[src/rtl/core/cms_pkg.sv]
`default_nettype none
package cms_pkg;
    localparam int ROWS_DEF         = 4;
    localparam int COLUMNS_DEF      = 1024;
    localparam int COUNTER_BITS_DEF = 16;
    localparam int HASH_W           = 32;
    localparam int AMOUNT_W         = 16;
    localparam int EST_W            = 16;
    localparam int ROWS_CFG_W       = 3;
    localparam int COLS_CFG_W       = 11;
    localparam int ROWS_RESET       = 4;
    localparam int COLS_RESET       = 1024;

    localparam logic [1:0] ACT_INSERT = 2'd0;
    localparam logic [1:0] ACT_DELETE = 2'd1;
    localparam logic [1:0] ACT_QUERY  = 2'd2;

    localparam logic [0:0] REG_ROWS = 1'd0;
    localparam logic [0:0] REG_COLS = 1'd1;

    typedef enum logic [2:0] {
        ST_CLEAR,
        ST_IDLE,
        ST_MOD,
        ST_READ,
        ST_WAIT,
        ST_WRITE,
        ST_DONE
    } t_state;

    typedef struct packed {
        logic clear;
        logic load;
        logic mod_step;
        logic rd;
        logic wr;
        logic next_row;
        logic finish;
    } t_cmd;

    typedef struct packed {
        logic clear_last;
        logic mod_done;
        logic last_row;
    } t_status;
endpackage
`default_nettype wire

[src/rtl/core/cms_ctrl.sv]
`default_nettype none
module cms_ctrl
    import cms_pkg::*;
(
    input  wire logic    i_clk,
    input  wire logic    i_rst_n,
    input  wire logic    i_start,
    input  wire t_status i_status,
    output logic         o_busy,
    output t_cmd         o_cmd
);
    t_state r_state;
    t_state n_state;

    always_ff @(posedge i_clk) begin
        if (!i_rst_n) begin
            r_state <= ST_CLEAR;
        end else begin
            r_state <= n_state;
        end
    end

    always_comb begin
        n_state = r_state;
        o_cmd   = '0;
        o_busy  = 1'b1;
        case (r_state)
            ST_CLEAR: begin
                o_cmd.clear = 1'b1;
                if (i_status.clear_last) begin
                    n_state = ST_IDLE;
                end
            end
            ST_IDLE: begin
                o_busy = 1'b0;
                if (i_start) begin
                    o_cmd.load = 1'b1;
                    n_state    = ST_MOD;
                end
            end
            ST_MOD: begin
                o_cmd.mod_step = 1'b1;
                if (i_status.mod_done) begin
                    n_state = ST_READ;
                end
            end
            ST_READ: begin
                o_cmd.rd = 1'b1;
                n_state  = ST_WAIT;
            end
            ST_WAIT: begin
                n_state = ST_WRITE;
            end
            ST_WRITE: begin
                o_cmd.wr = 1'b1;
                if (i_status.last_row) begin
                    n_state = ST_DONE;
                end else begin
                    o_cmd.next_row = 1'b1;
                    n_state        = ST_MOD;
                end
            end
            ST_DONE: begin
                o_cmd.finish = 1'b1;
                n_state      = ST_IDLE;
            end
            default: begin
                n_state = ST_IDLE;
            end
        endcase
    end
endmodule
`default_nettype wire

[config.mk]
export PLATFORM = sky130hd
export DESIGN_NAME = cms_ctrl
export DESIGN_NICKNAME = d
export VERILOG_FILES = /design/src/rtl/core/cms_pkg.sv /design/src/rtl/core/cms_ctrl.sv
export SDC_FILE = /design/constraint.sdc
export NUM_CORES = 1
export LEC_CHECK = 0
export ABC_AREA = 1
export ABC_CLOCK_PERIOD_IN_PS = 1450
export BUFFER_PORTS_ARGS = -buffer_cell sky130_fd_sc_hd__buf_2
export CAP_MARGIN = 40
export CORE_AREA = 5 5 42 44
export CTS_CLUSTER_DIAMETER = 120
export DETAILED_ROUTE_END_ITERATION = 7
export DIE_AREA = 0 0 47 49
export PLACE_DENSITY_LB_ADDON = 0.12
export SLEW_MARGIN = 0
export SYNTH_ARGS = -nofsm -noshare
export SYNTH_HDL_FRONTEND = slang
export SYNTH_SLANG_ARGS = --single-unit
[constraint.sdc]
create_clock -name i_clk -period 1.45 [get_ports i_clk]
set_input_delay 0.3625 -clock i_clk [delete_from_list [all_inputs] [get_ports i_clk]]
set_output_delay 0.3625 -clock i_clk [all_outputs]
set_load 0.02 [all_outputs]
==> results.md, run 1 <==
* Gr usage total at 6.89%
* Reg2reg setup slack at between 400 and 500 ps
* CP Data Required Time at 1090 ps
* Layout area overhead at 70.7%
* Largest cells by area after synthesis: dfxtp_1 28%, inv_1 12%, nor2_1 10%
* Hold path cells at 2
* Initial core utilization at 15.5%
* Hold Path Class: input pin to register
* Post-Syn Area at 218 um2
* Post-place instance area at just over 300 um2
* Worst-case clock skew at 3.94 ps
* Static leakage at 0.194 nW
* Largest Register: r_state
* Core area at 0.00140 mm2
* Fmax at 703 MHz
* Clock slew at reported path FFs at 40 ps
* Period utilization at 98.1%
* DIE AREA at 0.00230 mm2
* Pwr per Cell Area at between 1000 and 1500 mW/mm2
* Fin. max-slew vios at 0
* Rel. slew slack at 89.4%
* Final hold vios at 0
* Diodes inserted at 0
* VDD IR max at 255 uV
* Syn_area_per_cell at just over 6 um2
* Worst-skew pair later-pin latency at 230 ps
* Setup Crit Path Kind: register to primary output
* Synth cell types at 13
* Overall die width at between 40 and 50 um
* Post-synth EDFFs at 0
* Worst-Margin Slew at between 150 and 200 ps
* R2r startpoint: r_state[0]
* Gr ovfl total at 0
* Outcome: finished, final reports clean
* Syn. warnings at 0
* Unrepaired setup endpoints after global routing: true
* Yosys top cell area share at 27.6%
* Max Cap Viol at 0
* Async S/R FF share, synth at 0%
* Crit-path max cell delay at 370 ps
* Final wirelength at 616 um
* Ratio of cells with drive above 1 in the final layout at 58.5%
* Worst path slowest cell: dfxtp_4
* Largest net degree at the start of global routing at 8
* Setup violators final at 0
* H-tree depth at 1
* Critical path fanouts, max at 5
* Flops & latches, synth at 3
* Via count at 276
* Height of the die at 49 um
* IO Count at 14
* Hold Path Origin: i_rst_n
* Register area share after synthesis at 27.6%
* Critical Path Source: r_state[0]
* Vias in the first global route at 291
* Post-DP HPWL at 509 um
* Drt pass-1 iters at 4
* Reg2Reg Depth at 7
* 1st-iter DRT viols at 4
* CP Launch Type: register
* Area leader, netlist: dfxtp_1
* Post-Synthesis Cells at 35
* Wirelength per Cell at around 8.9 um
* Pwr Total at 0.392 mW
* Clock buffer depth at 2
* Crit-path cells: inv_4, nor2_4, inv_2, nor3_2, buf_4
* CP bufs+invs at 3
* CTS Sinks at 3
* Row Count at 14
* Clk root buf: clkbuf_4
* Max reg flops at 3
* Post-layout nets at 60
* Number of CTS-inserted buffers at 3
* Cell area after layout at 372 um2
* Routed Antenna Nets at 0
* RR Endpoint: r_state[1]
* Crit end category: primary output
* Post-synth top cells: 7 x inv_1, 6 x nor2_1, 4 x nand3_1, 4 x nor3_1
* Top_reg_cell synth: dfxtp_1
* CTS tree: yes
* Fin crit period at 1420 ps
* DR vias/cell at approximately 4
* Hold slack final at ~380 ps
* Hold EP: r_state[2]
* DR DRC count at 0
* Post-synth net total at 41
* Worst Path Arrival at 1060 ps
* Initial antenna violation count at 0
* Largest regs: r_state: 3 flops
* Most common cell in the synthesized netlist: inv_1
* Routability cong. at about 0.72
* First-pass GRT wire length at 1.12 mm
* Port bufs at 13
* Top delay family on crit path: flip-flops
## layout by cell type (no fill, tap or decap), drive strengths merged
cell type,count
nor2,7
nor3,5
dfxtp,3
o21ai,1
o21a,1
inv,9
nand4,1
nand3,5
clkbuf,4
buf,14
nand2,3
## per-stage QoR
stage / instances / TNS (ps) / utilization [%] / setup slack, ps
finish: 69 / 0 / 26.5 / 28.2
detailed placement: 64 / 0 / 21.6 / 146
global route: 69 / -310 / 26.5 / -74.9
CTS: 68 / -115 / 23.7 / -38.3
global placement: 64 / 0 / 21.6 / 130
floorplan: 35 / 0 / - / 43.4
## worst max path at each step
stage	end	slack [ps]	depth (start not counted)
5_1_grt	o_cmd[2]	-70	5
6_report	o_cmd[1]	30	5
2_1_floorplan	o_cmd[1]	40	4
3_3_place_gp	o_cmd[0]	130	3
4_1_cts	o_cmd[4]	-40	4
3_5_place_dp	o_cmd[1]	150	5
## per-layer routing
layer	up-vias	routed length, um	GRT usage [%]
met3	2	62	2.95
met2	9	297	9.28
li1	146	-	-
met1	119	238	7.42
met4	0	17	6.91
met5	-	0	0
## timing repair
| action | CTS | global route |
|---|---|---|
| resized for setup | 3 | 13 |
| hold buffers | 0 | 0 |
| setup buffers | 0 | 1 |
| setup endpoints to repair | 6 | 7 |
## logic make-up (layout without fill, tap and decap cells)
family                 count (synthesis)  after routing  synth area share [%]
AND/OR/NAND/NOR                       21             21                  51.2
buffers and inverters                  9             27                  15.5
flip-flops                             3              3                  27.6
AO/OA/AOI/OAI                          2              2                  5.75
## final cells by class
cell class	instances	area [um2]
Fill cell	177	1030
Multi-Input combinational cell	23	136
Timing Repair Buffer	14	86.3
Sequential cell	3	66.3
Inverter	9	36.3
Clock buffer	4	26.3
Tap cell	16	20.0
## where the power goes
part	internal [mW]	total [mW]	switching, mW
registers	0.0940	0.110	0.0164
logic	0.0541	0.138	0.0838
clock network	0.103	0.143	0.0405
total	0.251	0.392	0.141
No activity file was read; power rests on OpenSTA's default activity.
==> inputs of run 2 (changes only) <==
--- a/config.mk
+++ b/config.mk
@@ -7,14 +7,13 @@
 export LEC_CHECK = 0
 export ABC_AREA = 1
 export ABC_CLOCK_PERIOD_IN_PS = 1450
-export BUFFER_PORTS_ARGS = -buffer_cell sky130_fd_sc_hd__buf_2
 export CAP_MARGIN = 40
 export CORE_AREA = 5 5 42 44
 export CTS_CLUSTER_DIAMETER = 120
 export DETAILED_ROUTE_END_ITERATION = 7
 export DIE_AREA = 0 0 47 49
+export DONT_BUFFER_PORTS = 1
 export PLACE_DENSITY_LB_ADDON = 0.12
-export SLEW_MARGIN = 0
 export SYNTH_ARGS = -nofsm -noshare
 export SYNTH_HDL_FRONTEND = slang
 export SYNTH_SLANG_ARGS = --single-unit
==> results.md, run 2 (synthesis results as in run 1) <==
* Outcome: finished, final reports clean (unchanged)
* Fin. max-slew vios at 0 (unchanged)
* Pwr Total at 0.379 mW (was 0.392 mW)
* Post-Layout Cell Count at 62 (was 69)
* DR DRC count at 0 (unchanged)
* 1st-iter DRT viols at 5 (was 4)
* Hold Path Class: input pin to register (unchanged)
* Clock slew at reported path FFs at 40 ps (about the same)
* Pwr per Cell Area at 1110 mW/mm2 (was 1050 mW/mm2)
* Inst Count DP at 58 (was 64)
* Routability cong. at 0.734 (was 0.715)
* Clk root buf: clkbuf_4 (unchanged)
* Crit end category: primary output (unchanged)
* Largest net degree at the start of global routing at 8 (unchanged)
* Post-layout nets at 53 (was 60)
* Clock buffer depth at 2 (unchanged)
* Initial core utilization at 15.5% (unchanged)
* Number of CTS-inserted buffers at 3 (unchanged)
* Vias in the first global route at 238 (was 291)
* Wirelength per Cell at 10.3 um (was 8.93 um)
* DIE AREA at 0.00230 mm2 (unchanged)
* H-tree depth at 1 (unchanged)
* Port bufs at 0 (was 13)
* DR vias/cell at 4.18 (was 4.00)
* R2r startpoint: r_state[1] (was r_state[0])
* Fmax at 704 MHz (was 703 MHz)
* Hold_buf cts at 0 (unchanged)
* Diodes inserted at 0 (unchanged)
* Worst-Margin Slew at 181 ps (was 158 ps)
* Drt pass-1 iters at 4 (unchanged)
* Hold Path Origin: i_rst_n (unchanged)
* Layout area overhead at 56.9% (was 70.7%)
* Final hold vios at 0 (unchanged)
* Setup Crit Path Kind: register to primary output (unchanged)
* Gr ovfl total at 0 (unchanged)
* Max Cap Viol at 0 (unchanged)
* Worst-case clock skew at 0.907 ps (was 3.94 ps)
* Reg2reg setup slack at 520 ps (was 490 ps)
* Setup violators final at 0 (unchanged)
* Row Count at 14 (unchanged)
* Unrepaired setup endpoints after global routing: true (unchanged)
* CTS Sinks at 3 (unchanged)
* Max reg flops at 3 (unchanged)
* Period utilization at 97.9% (was 98.1%)
* Filler Cell Count at 177 (unchanged)
* Worst Path Arrival at 1060 ps (about the same)
* Via count at 259 (was 276)
* Most frequent cells in the layout: 6 x buf_4, 5 x inv_1, 4 x nor2_1, 4 x nand3_1 (was 9 x buf_2, 5 x inv_1, 4 x nor2_1, 4 x nand3_1, 4 x buf_4)
* CP Launch Type: register (unchanged)
* Most common cell after layout, fill and taps aside: buf_4 (was buf_2)
* Routed wl met3 at 67 um (was 62 um)
* CTS tree: yes (unchanged)
* CP Data Required Time at 1090 ps (about the same)
* Routed Antenna Nets at 0 (unchanged)
* Met2 wire length at 283 um (was 297 um)
* Overall die width at 47 um (unchanged)
* Largest regs: r_state: 3 flops (unchanged)
* Worst-skew pair later-pin latency at 230 ps (about the same)
* Met1 WL at 289 um (was 238 um)
* Largest Register: r_state (unchanged)
* Static leakage at 0.167 nW (was 0.194 nW)
* Fin crit period at 1420 ps (about the same)
* Initial antenna violation count at 0 (unchanged)
* Critical Path Source: r_state[0] (unchanged)
* Ratio of cells with drive above 1 in the final layout at 50.0% (was 58.5%)
* Top Metal Used: met3 (was met4)
* IO Count at 14 (unchanged)
* Core area at 0.00140 mm2 (unchanged)
* Rel. slew slack at 87.9% (was 89.4%)
* Height of the die at 49 um (unchanged)
* Critical path fanouts, max at 5 (unchanged)
* VDD IR max at 515 uV (was 255 uV)
* First-pass GRT wire length at 979 um (was 1.12 mm)
* Final wirelength at 641 um (was 616 um)
* Gr usage total at 6.26% (was 6.89%)
-- run 2: path summary, 6_finish.rpt --
check	depth (start not counted)	end
worst max-delay path	5	o_cmd[1]
worst min-delay path	1	r_state[2]
worst min register to register	3	r_state[0]
worst max register to register	4	r_state[2]
-- run 2: critical path, cell delays in order (launching register included) --
cell	delay, ps
dfxtp_4	370
inv_4	50
nor2_4	90
inv_2	60
nor3_2	100
buf_4	160
-- run 2: stage by stage --
step	instance area [um2]	util (%)	setup WS (ps)	hold slack (ps)	TNS [ps]
floorplan	218	-	43.4	480	0
global placement	290	20.7	164	495	0
detailed placement	290	20.7	164	489	0
CTS	319	22.8	-31.0	244	-51.0
global route	342	24.4	-50.6	235	-109
finish	342	24.4	29.9	248	0
-- run 2: power by group --
group | leakage, nW | internal (mW) | switching (mW)
Sequential | 0.0264 | 0.0928 | 0.0164
Combinational | 0.126 | 0.0464 | 0.0788
Clock | 0.0150 | 0.103 | 0.0415
-- run 2: repair_timing --
item	CTS	global route
endpoints found under the setup margin	6	5
pin swaps	0	1
setup buffers	0	0
resized for setup	3	9
-- run 2: final cells by class --
cell class	instances	area [um2]	area share, %
multi-input combinational	23	134	39.2
inverter	9	36.3	10.6
tap	16	20.0	5.86
clock buffer	4	26.3	7.69
timing repair buffer	7	56.3	16.5
sequential	3	68.8	20.1
-- run 2: per-layer routing --
metal,GRT usage [%],up-vias
met5,0,-
met4,4.15,0
met3,5.17,0
met2,7.69,9
met1,7.02,114
li1,-,136
